[src/hw/rtl/rpee_pkg.sv]
// Shared types and constants of the pair energy exchange block.
// No dependencies; imported by rpee_div and random_pair_energy_exchange.
package rpee_pkg;

   // field widths
   localparam int ENERGY_W = 48;
   localparam int TEMP_W   = 40;
   localparam int COUNT_W  = 10;
   localparam int TINIT_W  = 32;
   localparam int INDEX_W  = 10;
   localparam int FRAC_W   = 16;
   localparam int STATUS_W = 2;

   localparam int DEFAULT_MAX_MOLECULES = 1024;

   // operations
   localparam logic OP_INIT    = 1'b0;
   localparam logic OP_COLLIDE = 1'b1;

   // result status
   localparam logic [STATUS_W-1:0] STATUS_OK    = 2'd0;
   localparam logic [STATUS_W-1:0] STATUS_RANGE = 2'd1;
   localparam logic [STATUS_W-1:0] STATUS_EQUAL = 2'd2;

   // register file
   localparam int CSR_ADDR_W = 4;
   localparam int CSR_DATA_W = 32;
   localparam logic [1:0] REG_COUNT_A     = 2'd0;
   localparam logic [1:0] REG_COUNT_B     = 2'd1;
   localparam logic [1:0] REG_TEMP_A_INIT = 2'd2;
   localparam logic [1:0] REG_TEMP_B_INIT = 2'd3;

   localparam logic [COUNT_W-1:0] COUNT_A_RESET     = 10'd512;
   localparam logic [COUNT_W-1:0] COUNT_B_RESET     = 10'd512;
   localparam logic [TINIT_W-1:0] TEMP_A_INIT_RESET = 32'h0001_0000;
   localparam logic [TINIT_W-1:0] TEMP_B_INIT_RESET = 32'h0001_0000;

   // divider: 2*sum (49 bits) padded to an even width, 2 quotient bits a cycle
   localparam int DIV_NUM_W  = 50;
   localparam int DIV_DEN_W  = 12;
   localparam int DIV_STEPS  = DIV_NUM_W / 2;
   localparam int DIV_CNT_W  = 5;

   typedef struct packed {
      logic                op;
      logic [INDEX_W-1:0]  first_index;
      logic [INDEX_W-1:0]  second_index;
      logic [FRAC_W-1:0]   fraction;
   } req_type;

   typedef struct packed {
      logic [TEMP_W-1:0]   temp_a;
      logic [TEMP_W-1:0]   temp_b;
      logic [STATUS_W-1:0] status;
   } rsp_type;

   typedef struct packed {
      logic                 start;
      logic [DIV_NUM_W-1:0] dividend;
      logic [DIV_DEN_W-1:0] divisor;
   } div_req_type;

   typedef struct packed {
      logic                 done;
      logic [DIV_NUM_W-1:0] quotient;
   } div_rsp_type;

endpackage

[src/hw/rtl/rpee_div.sv]
// Restoring divider, two quotient bits per cycle, for the group temperatures.
// Depends on rpee_pkg.
module rpee_div (
   input  logic                  clock,
   input  logic                  reset,
   input  rpee_pkg::div_req_type div_req,
   output rpee_pkg::div_rsp_type div_rsp
);
   import rpee_pkg::*;

   logic                 busy_ff, busy_in;
   logic                 done_ff, done_in;
   logic [DIV_CNT_W-1:0] cnt_ff, cnt_in;
   logic [DIV_NUM_W-1:0] num_ff, num_in;
   logic [DIV_DEN_W-1:0] den_ff, den_in;
   logic [DIV_DEN_W-1:0] rem_ff, rem_in;
   logic [DIV_NUM_W-1:0] quo_ff, quo_in;

   logic [DIV_DEN_W:0]   t1, d1, t2, d2;
   logic [DIV_DEN_W-1:0] r1, r2;
   logic                 ge1, ge2;

   // remainder stays below the divisor, so each trial fits one extra bit
   always_comb begin
      t1  = {rem_ff, num_ff[DIV_NUM_W-1]};
      d1  = t1 - {1'b0, den_ff};
      ge1 = (t1 >= {1'b0, den_ff});
      r1  = ge1 ? d1[DIV_DEN_W-1:0] : t1[DIV_DEN_W-1:0];
      t2  = {r1, num_ff[DIV_NUM_W-2]};
      d2  = t2 - {1'b0, den_ff};
      ge2 = (t2 >= {1'b0, den_ff});
      r2  = ge2 ? d2[DIV_DEN_W-1:0] : t2[DIV_DEN_W-1:0];
   end

   always_comb begin
      busy_in = busy_ff;
      done_in = 1'b0;
      cnt_in  = cnt_ff;
      num_in  = num_ff;
      den_in  = den_ff;
      rem_in  = rem_ff;
      quo_in  = quo_ff;
      if (div_req.start) begin
         busy_in = 1'b1;
         cnt_in  = '0;
         num_in  = div_req.dividend;
         den_in  = div_req.divisor;
         rem_in  = '0;
         quo_in  = '0;
      end else if (busy_ff) begin
         num_in = {num_ff[DIV_NUM_W-3:0], 2'b00};
         rem_in = r2;
         quo_in = {quo_ff[DIV_NUM_W-3:0], ge1, ge2};
         cnt_in = cnt_ff + 1'b1;
         if (cnt_ff == DIV_CNT_W'(DIV_STEPS - 1)) begin
            busy_in = 1'b0;
            done_in = 1'b1;
         end
      end
   end

   always_ff @(posedge clock) begin
      if (reset) begin
         busy_ff <= 1'b0;
         done_ff <= 1'b0;
         cnt_ff  <= '0;
      end else begin
         busy_ff <= busy_in;
         done_ff <= done_in;
         cnt_ff  <= cnt_in;
      end
   end

   always_ff @(posedge clock) begin
      num_ff <= num_in;
      den_ff <= den_in;
      rem_ff <= rem_in;
      quo_ff <= quo_in;
   end

   assign div_rsp.done     = done_ff;
   assign div_rsp.quotient = quo_ff;

endmodule

[config.mk]
export PLATFORM = sky130hd
export DESIGN_NAME = rpee_div
export DESIGN_NICKNAME = d
export VERILOG_FILES = /design/src/hw/rtl/rpee_pkg.sv /design/src/hw/rtl/rpee_div.sv
export SDC_FILE = /design/constraint.sdc
export NUM_CORES = 1
export LEC_CHECK = 0
export BUFFER_PORTS_ARGS = -buffer_cell sky130_fd_sc_hd__buf_2
export CAP_MARGIN = 40
export CORE_AREA = 2 2 128 99
export DETAILED_ROUTE_END_ITERATION = 6
export DIE_AREA = 0 0 130 101
export GPL_TIMING_DRIVEN = 0
export HOLD_SLACK_MARGIN = 0.06
export PLACE_DENSITY_LB_ADDON = 0.1
export REMOVE_ABC_BUFFERS = 1
export SLEW_MARGIN = 25
export SYNTH_ARGS = -nofsm -noshare
export SYNTH_HDL_FRONTEND = slang
export SYNTH_SLANG_ARGS = --single-unit
export TNS_END_PERCENT = 10
[constraint.sdc]
create_clock -name clock -period 5.5 [get_ports clock]
set_input_delay 0.275 -clock clock [delete_from_list [all_inputs] [get_ports clock]]
set_output_delay 0.275 -clock clock [all_outputs]
set_load 0.01 [all_outputs]
==> results.toml, run 1 <==
[drt]
dr.pass1.iters = 4
vias = 4701
via_per_inst = 5.39
routedWlPerCell_um = 15.3
drc = 0
drtAntennaViolNets = 0
totalWireLength_um = 13400
drt_iter0_markers = 274

[logic_synthesis]
async_flop_share = 0
yosysUniqueCellTypes = 60
yosys_register_bits = 131
synth_warnings = 0
avgSynthCellArea_um2 = 11.3
synthCells = 573
synth_compound_area_frac = 0.0966
ys_seq_area_frac = 0.499
synth_area_leaders = "edfxtp_1, dfxtp_1, mux2_2"
synth_top_family_by_area = "multiplexers"
synth_top_area_share = 0.286
synth_xor_xnor_area_share = 0.0202
yosys.area_share.simple = 0.113
synth_flop_cell = "dfxtp_1"
synthMuxAreaShare = 0.179
synth_top_area_cell = "edfxtp_1"
syn_area_um2 = 6500
synthAdderAreaFrac = 0.0562
synth_edf_count = 62

[critical_path]
crit_required_ns = 5.80
crit_chain = "inv_1 > ha_1 > nor2b_1 > o31ai_4 > a21oi_2 > o31a_2 > mux2i_1 > ha_1 > nor2b_1 > o31a_1 > o21ai_1 > a21oi_1 > o221ai_2 > nand2_1 > o311a_1"
crit_fanout = 13
cp-start-kind = "flop"
r2r_end = "rem_ff[3]$_SDFFE_PP0P_"
end_kind = "flop"
crit_family = "compound AO/OA/AOI/OAI gates"
max_stage_delay_ns = 0.61
cp_num_buf_inv = 1
worst-r2r-cell-count = 15
r2r_slack_ns = 0.72
reg2reg_from = "den_ff[1]$_DFFE_PP_"
slowest_stage = "o221ai_2"
setup.worst_path.class = "reg -> reg"
critical_path_arrival_ns = 5.08

[finish]
drive_gt1_frac = 0.323
layout_common_cells = "buf_2, nor2_1, dfxtp_1"
fin_nets = 786
diodes = 0
synthToLayoutAreaGrowth_pct = 22.9
final_common_cell = "buf_2"
layout.cells.non_filler = 872

[cts]
ctsHtreeMaxLevel = 4
cts.clk_slew.worst_paths_ns = 0.06
clock_sinks = 131
cts_tree = "built"
clock-root-buffer = "clkbuf_16"
post_cts_resized = 0
clk_path_buf_depth = 2
clk_latency_ns = 0.41
numCtsBuffers = 17

[floorplan]
die_area_um2 = 13100
die_height_um = 101
rows = 35
die_w_um = 130
initial_core_util = 0.544
pin_count = 116
coreArea_um2 = 12000

[pwr]
power_frac_clock = 0.367
p_int_w = 0.00218
p_switching_w = 0.000931
totalPowerFinal_w = 0.00311
power-per-cell-area_nw_per_um2 = 390
pwr-share-seq = 0.365
vdd.ir_drop.worst_uv = 222
p_comb_frac = 0.268
leakagePower_nw = 3.42
swShare = 0.299

[sta]
relSlewSlack = 0.437
whs_ns = 0.155
skew_ns = 0.00630
min_period_ns = 4.78
setup_violations = 0
fmax_ghz = 0.209
final_max_slew_viol_count = 0
finalSetupTns_ns = 0
grt_setup_unrepaired = "false"
worst_slack_ns = 0.721
worst_pin_slew_ns = 0.838
hold_viol_final = 0
min_period_over_period = 0.869

[job]
maxCapViolCount = 0

[placed_design]
dp_cells = 827
io_buffers = 115
dp_slack_ns = 0.738
hpwl_um = 9120
place.gp.congestion = 0.848

[grt]
antenna_found_initial = 0
grt_max_degree = 91
grt_first_pass_wirelength_um = 22400
grt.total_usage = 0.217
grt_overflow = 0
grt_pass1_vias = 4677

[run_status]
status = "finished, final reports clean"

[worst_hold_path]
worstHoldStart = "div_req[12]"
min_to = "num_ff[0]$_SDFFCE_PN0P_"
hold_class = "in -> reg"
min_path_cells = 2
-- synth_stat cells, drive strengths merged (2+ instances only) --
| master | number |
|---|---|
| a21o | 3 |
| o221ai | 2 |
| mux2i | 52 |
| o21ai | 13 |
| o221a | 2 |
| nor3 | 9 |
| a211oi | 4 |
| a311oi | 7 |
| o2111ai | 3 |
| xor2 | 6 |
| clkbuf | 12 |
| a21oi | 19 |
| xnor2 | 9 |
| o31ai | 4 |
| dfxtp | 69 |
| or2 | 2 |
| mux2 | 57 |
| ha | 26 |
| o31a | 2 |
| nand3 | 13 |
| inv | 26 |
| nand2 | 17 |
| o211ai | 5 |
| nor4 | 3 |
| fa | 2 |
| nor2b | 3 |
| o21a | 3 |
| and2 | 3 |
| a2111oi | 2 |
| a211o | 6 |
| o21bai | 2 |
| nand4b | 2 |
| or4 | 4 |
| nor2 | 82 |
| nand4 | 10 |
| buf | 18 |
| edfxtp | 62 |
-- worst reg2reg max path, cell delays in order (launching register included) --
cell and delay, ns:
edfxtp_1 0.35, inv_1 0.18, ha_1 0.30, nor2b_1 0.18, o31ai_4 0.38, a21oi_2 0.16
o31a_2 0.52, mux2i_1 0.35, ha_1 0.31, nor2b_1 0.15, o31a_1 0.29, o21ai_1 0.22
a21oi_1 0.18, o221ai_2 0.61, nand2_1 0.19, o311a_1 0.32
-- worst max path at each step --
| stage | start | to | slack [ns] | cells after the start |
|---|---|---|---|---|
| 2_1_floorplan | den_ff[1]$_DFFE_PP_ | rem_ff[3]$_SDFFE_PP0P_ | 1.26 | 15 |
| 3_3_place_gp | busy_ff$_SDFF_PP0_ | num_ff[17]$_DFFE_PP_ | 0.27 | 2 |
| 3_5_place_dp | den_ff[1]$_DFFE_PP_ | rem_ff[3]$_SDFFE_PP0P_ | 0.74 | 15 |
| 4_1_cts | den_ff[1]$_DFFE_PP_ | rem_ff[3]$_SDFFE_PP0P_ | 0.71 | 15 |
| 5_1_grt | den_ff[1]$_DFFE_PP_ | rem_ff[3]$_SDFFE_PP0P_ | 0.39 | 15 |
| 6_report | den_ff[1]$_DFFE_PP_ | rem_ff[3]$_SDFFE_PP0P_ | 0.72 | 15 |
-- per-layer routing --
layer,track usage,vias to the layer above,share of wire
li1,-,2346,-
met1,0.287,2238,0.47
met2,0.342,107,0.45
met3,0.0743,10,0.071
met4,0.0604,0,0.0071
met5,0,-,0
-- repair_timing --
item / in CTS / in global routing
hold buffers: 13 / 0
buffers inserted: 0 / 0
hold endpoints to repair: 13 / 0
-- power by group through the flow --
stage | Combinational (W) | Sequential (W) | Clock (W)
4_1_cts | 0.000829 | 0.00114 | 0.00117
2_1_floorplan | 0.000620 | 0.00115 | 0
6_report | 0.000836 | 0.00114 | 0.00114
5_1_grt | 0.000926 | 0.00114 | 0.00121
3_3_place_gp | 0.000777 | 0.00116 | 0
3_5_place_dp | 0.000812 | 0.00116 | 0
-- registers in the layout (all words and copies together), names as in the netlist --
name and cells:
num_ff 50, quo_ff 50, done_ff 1, busy_ff 1, rem_ff 12, cnt_ff 5, den_ff 12
-- cell type report --
type | count | area [µm²]
Fill cell | 927 | 3970
Sequential cell | 131 | 3250
Multi-Input combinational cell | 386 | 3030
Timing Repair Buffer | 131 | 795
Clock buffer | 24 | 528
Tap cell | 166 | 208
Inverter | 26 | 97.6
Clock inverter | 8 | 82.6
-- stage by stage --
stage / utilization / area [µm²]
global placement: 0.598 / 7150
global route: 0.668 / 7990
CTS: 0.668 / 7990
detailed placement: 0.606 / 7250
finish: 0.668 / 7990
floorplan: - / 6360
-- logic make-up (layout without fill, tap and decap cells) --
group | Yosys count | count (layout)
AOI/OAI and AO/OA | 83 | 83
xor gates and xnor gates | 15 | 15
adders and majority gates | 28 | 28
buffers and inverters | 56 | 189
DFF | 131 | 131
muxes | 109 | 109
and+or+nand+nor | 151 | 151
(Power assumes the default switching activity.)
==> run 2: changes to the inputs <==
--- a/config.mk
+++ b/config.mk
@@ -7,9 +7,10 @@
 export LEC_CHECK = 0
 export BUFFER_PORTS_ARGS = -buffer_cell sky130_fd_sc_hd__buf_2
 export CAP_MARGIN = 40
-export CORE_AREA = 2 2 128 99
+export CORE_AREA = 3 3 129 100
+export CTS_BUF_LIST = sky130_fd_sc_hd__clkbuf_8 sky130_fd_sc_hd__clkbuf_16
 export DETAILED_ROUTE_END_ITERATION = 6
-export DIE_AREA = 0 0 130 101
+export DIE_AREA = 0 0 132 103
 export GPL_TIMING_DRIVEN = 0
 export HOLD_SLACK_MARGIN = 0.06
 export PLACE_DENSITY_LB_ADDON = 0.1
==> run 2 against run 1 <==
  * Critical path type unchanged
  * Register-to-register slack got worse by 0.24 ns
  * Cell count decreased by 0.46%
  * Combinational power increased by 1%
  * Largest cell class unchanged
  * Power decreased by 3.4%
  * First-iteration DRC count increased by 20%
  * Largest power group unchanged
==> results.toml, run 2 (synthesis gave the netlist of run 1 again) <==
[placed_design]
hpwl_um = 9680
place.gp.congestion = 0.874
io_buffers = 115
dp_slack_ns = 0.588

[critical_path]
cp-start-kind = "flop"
crit_path_start = "den_ff[1]$_DFFE_PP_"
crit_required_ns = 5.79
slowest_stage = "o221ai_2"
crit_chain = "inv_1 > ha_1 > nor2b_1 > o31ai_4 > a21oi_2 > o31a_2 > mux2i_1 > ha_1 > nor2b_1 > o31a_1 > o21ai_1 > a21oi_1 > o221ai_2 > nand2_1 > o311a_1"
reg2reg_from = "den_ff[1]$_DFFE_PP_"
max_stage_delay_ns = 0.66
crit_fanout = 13
end_kind = "flop"
critical_path_arrival_ns = 5.31
setup.worst_path.class = "reg -> reg"

[pwr]
swShare = 0.310
leakagePower_nw = 3.38
power_frac_clock = 0.341
p_comb_frac = 0.282
pwr-share-seq = 0.378
power-per-cell-area_nw_per_um2 = 381
p_switching_w = 0.000934
p_int_w = 0.00208
vdd.ir_drop.worst_uv = 230

[grt]
grt_max_degree = 93
grt.total_usage = 0.212
antenna_found_initial = 0
grt_pass1_vias = 4782
grt_first_pass_wirelength_um = 23200
grt_overflow = 0

[finish]
final_common_cell = "buf_2"
fin_nets = 786
diodes = 0
drive_gt1_frac = 0.320
synthToLayoutAreaGrowth_pct = 21.6
reg_top3 = "num_ff: 50 flops, quo_ff: 50 flops"
layout_common_cells = "buf_2, nor2_1, dfxtp_1"

[job]
maxCapViolCount = 0

[worst_hold_path]
worstHoldStart = "div_req[12]"
hold_class = "in -> reg"

[sta]
hold_viol_final = 0
finalSetupTns_ns = 0
worst_pin_slew_ns = 0.902
grt_setup_unrepaired = "false"
final_max_slew_viol_count = 0
setup_violations = 0
fmax_ghz = 0.199
min_period_ns = 5.02
min_period_over_period = 0.913
skew_ns = 0.00868
worst_slack_ns = 0.477
relSlewSlack = 0.394

[cts]
numCtsBuffers = 17
clock-root-buffer = "clkbuf_16"
post_cts_resized = 0
clock_sinks = 131
cts_tree = "built"
post_cts_buffers = 0
ctsHtreeMaxLevel = 4
clk_latency_ns = 0.40
clk_path_buf_depth = 2
cts_hold_buf = 13
cts.clk_slew.worst_paths_ns = 0.06

[drt]
vias = 4795
dr.pass1.iters = 5
via_per_inst = 5.52
drc = 0
drt_iter0_markers = 329
routedWlPerCell_um = 16.0
drtAntennaViolNets = 0
totalWireLength_um = 13900

[floorplan]
die_height_um = 103
die_area_um2 = 13600
rows = 34
initial_core_util = 0.560
coreArea_um2 = 11600
pin_count = 116
die_w_um = 132

[run_status]
status = "finished, final reports clean"
[run 2: area by class of cell]
| class | count | area [µm²] |
|---|---|---|
| Timing Repair Buffer | 131 | 779 |
| Clock inverter | 15 | 120 |
| Tap cell | 162 | 203 |
| Sequential cell | 131 | 3250 |
| Clock buffer | 17 | 425 |
| Fill cell | 926 | 3710 |
| Inverter | 26 | 97.6 |
| Multi-Input combinational cell | 386 | 3030 |
[run 2: critical path: cells and delay by family, from the launching register on]
kind / cells / cell delay [ns]
AO/OA/AOI/OAI: 8 / 2.82
adder cells (fa/ha/maj): 2 / 0.64
AND/OR/NAND/NOR: 3 / 0.53
multiplexers: 1 / 0.39
flip-flops: 1 / 0.35
buffers and inverters: 1 / 0.18
[run 2: power by group through the flow]
stage | logic (W) | clock network [W] | registers, W
floorplan | 0.000620 | 0 | 0.00115
global placement | 0.000786 | 0 | 0.00116
detailed placement | 0.000820 | 0 | 0.00116
CTS | 0.000835 | 0.00105 | 0.00114
global route | 0.000931 | 0.00109 | 0.00115
finish | 0.000847 | 0.00103 | 0.00114
[run 2: metrics by stage]
stage	cells	utilization	hold WS, ns	cell area (µm²)	total power (W)
4_1_cts	868	0.680	0.140	7900	0.00302
6_report	868	0.680	0.152	7900	0.00301
5_1_grt	868	0.680	0.154	7900	0.00317
3_3_place_gp	820	0.615	0.445	7140	0.00195
2_1_floorplan	543	-	0.344	6360	0.00177
3_5_place_dp	823	0.622	0.438	7230	0.00198
[run 2: worst paths after layout]
check	end	slack, ns	depth (start not counted)
setup / recovery	rem_ff[3]$_SDFFE_PP0P_	0.48	15
hold / removal	num_ff[0]$_SDFFCE_PN0P_	0.15	2
setup reg to reg	rem_ff[3]$_SDFFE_PP0P_	0.48	15
hold reg to reg	rem_ff[11]$_SDFFE_PP0P_	0.48	2
[run 2: metal layers]
metal  part of all wire  GRT usage
met3              0.071     0.0649
met1               0.47      0.283
met2               0.44      0.335
met4              0.017     0.0718
met5                  0          0
==> run 3: changes to the inputs <==
--- a/config.mk
+++ b/config.mk
@@ -7,10 +7,10 @@
 export LEC_CHECK = 0
 export BUFFER_PORTS_ARGS = -buffer_cell sky130_fd_sc_hd__buf_2
 export CAP_MARGIN = 40
-export CORE_AREA = 3 3 129 100
+export CORE_AREA = 3 3 112 114
 export CTS_BUF_LIST = sky130_fd_sc_hd__clkbuf_8 sky130_fd_sc_hd__clkbuf_16
 export DETAILED_ROUTE_END_ITERATION = 6
-export DIE_AREA = 0 0 132 103
+export DIE_AREA = 0 0 115 117
 export GPL_TIMING_DRIVEN = 0
 export HOLD_SLACK_MARGIN = 0.06
 export PLACE_DENSITY_LB_ADDON = 0.1
==> run 3 against run 2 <==
  * Design area up 0.19%
  * Via count barely moved
  * Non-clock buffer count unchanged
  * Global-route usage is 0.33 points higher
  * Clock-buffer cell count grew 3
  * Maximum frequency rose by 2.7%
  * Register-to-register slack improved by 0.13 ns
  * Sequential power hardly changed
  * Critical path type unchanged
  * Highest routed layer unchanged
==> results.toml, run 3 (synthesis gave the netlist of run 1 again) <==
[sta]
final_max_slew_viol_count = 0
skew_ns = 0.00608
min_period_over_period = 0.889
hold_viol_final = 0
grt_setup_unrepaired = "false"
min_period_ns = 4.89
relSlewSlack = 0.448
setup_violations = 0
finalSetupTns_ns = 0
fmax_ghz = 0.204
worst_pin_slew_ns = 0.822

[drt]
drtAntennaViolNets = 0
via_per_inst = 5.64
vias = 4791
routedWlPerCell_um = 16.4
drc = 0
dr.pass1.iters = 5
totalWireLength_um = 13900
drt_iter0_markers = 277

[grt]
antenna_found_initial = 0
grt_overflow = 0
grt_first_pass_wirelength_um = 23100
grt_max_degree = 67
grt.total_usage = 0.216
grt_pass1_vias = 4876

[pwr]
power_frac_clock = 0.355
p_switching_w = 0.000926
power-per-cell-area_nw_per_um2 = 387
totalPowerFinal_w = 0.00307
vdd.ir_drop.worst_uv = 224
leakagePower_nw = 3.42
p_comb_frac = 0.275
swShare = 0.302
p_int_w = 0.00214
pwr-share-seq = 0.370

[floorplan]
die_height_um = 117
die_w_um = 115
coreArea_um2 = 11500
rows = 39
die_area_um2 = 13500
initial_core_util = 0.564
pin_count = 116

[finish]
fin_nets = 786
drive_gt1_frac = 0.317
reg_top3 = "num_ff: 50 flops, quo_ff: 50 flops"
final_common_cell = "buf_2"
utilization = 0.687
layout_common_cells = "buf_2, nor2_1, dfxtp_1"
synthToLayoutAreaGrowth_pct = 21.8
diodes = 0

[placed_design]
io_buffers = 115
hpwl_um = 9530
place.gp.congestion = 0.899

[run_status]
status = "finished, final reports clean"

[cts]
clk_path_buf_depth = 2
cts_hold_buf = 13
clk_latency_ns = 0.41
cts_tree = "built"
clock-root-buffer = "clkbuf_16"
post_cts_resized = 0
cts.clk_slew.worst_paths_ns = 0.06
numCtsBuffers = 17
clock_sinks = 131
post_cts_buffers = 0
ctsHtreeMaxLevel = 4

[critical_path]
setup.worst_path.class = "reg -> reg"
crit_required_ns = 5.79
cp-start-kind = "flop"
crit_fanout = 13
critical_path_arrival_ns = 5.19
end_kind = "flop"

[job]
maxCapViolCount = 0

[worst_hold_path]
hold_class = "in -> reg"
==> run 3: per-stage QoR <==
stage / hold slack [ns] / setup WS, ns / area [µm²] / instances
final: 0.145 / 0.608 / 7920 / 849
after global routing: 0.139 / 0.264 / 7920 / 849
after CTS: 0.133 / 0.648 / 7920 / 849
after detailed placement: 0.439 / 0.689 / 7210 / 804
after global placement: 0.444 / 0.239 / 7120 / 801
after floorplan: 0.344 / 1.26 / 6360 / 543
==> run 3: layout make-up <==
cell class	instances	area [µm²]
Tap cell	143	179
Clock inverter	12	87.6
Sequential cell	131	3250
Inverter	26	97.6
Fill cell	891	3600
Timing Repair Buffer	131	787
Multi-Input combinational cell	386	3030
Clock buffer	20	489
==> run 3: final timing paths <==
check	from	endpoint	slack, ns	depth (start not counted)
worst max-delay path	den_ff[1]$_DFFE_PP_	rem_ff[3]$_SDFFE_PP0P_	0.61	15
worst max register to register	den_ff[1]$_DFFE_PP_	rem_ff[3]$_SDFFE_PP0P_	0.61	15
worst min-delay path	div_req[12]	num_ff[0]$_SDFFCE_PN0P_	0.15	2
worst min register to register	rem_ff[11]$_SDFFE_PP0P_	rem_ff[11]$_SDFFE_PP0P_	0.50	2
==> run 3: metal layers <==
layer	global-route usage	vias up	routed length, µm
met4	0.0837	0	291
met5	0	-	0
met1	0.259	2298	5920
met2	0.354	130	6760
li1	-	2337	-
met3	0.0807	26	926
==> run 3: power groups by stage <==
stage                     Clock (W)  Sequential, W  Combinational (W)
after global routing        0.00115        0.00114           0.000923
after CTS                   0.00110        0.00113           0.000832
after global placement            0        0.00116           0.000779
final                       0.00109        0.00113           0.000842
after detailed placement          0        0.00115           0.000817
after floorplan                   0        0.00115           0.000620
==> run 3: worst max-delay path, stage by stage (launching register included) <==
cell and delay (ns):
edfxtp_1 0.35, inv_1 0.18, ha_1 0.29, nor2b_1 0.18
o31ai_4 0.37, a21oi_2 0.18, o31a_2 0.52, mux2i_1 0.35
ha_1 0.32, nor2b_1 0.15, o31a_1 0.28, o21ai_1 0.23
a21oi_1 0.19, o221ai_2 0.62, nand2_1 0.21, o311a_1 0.34
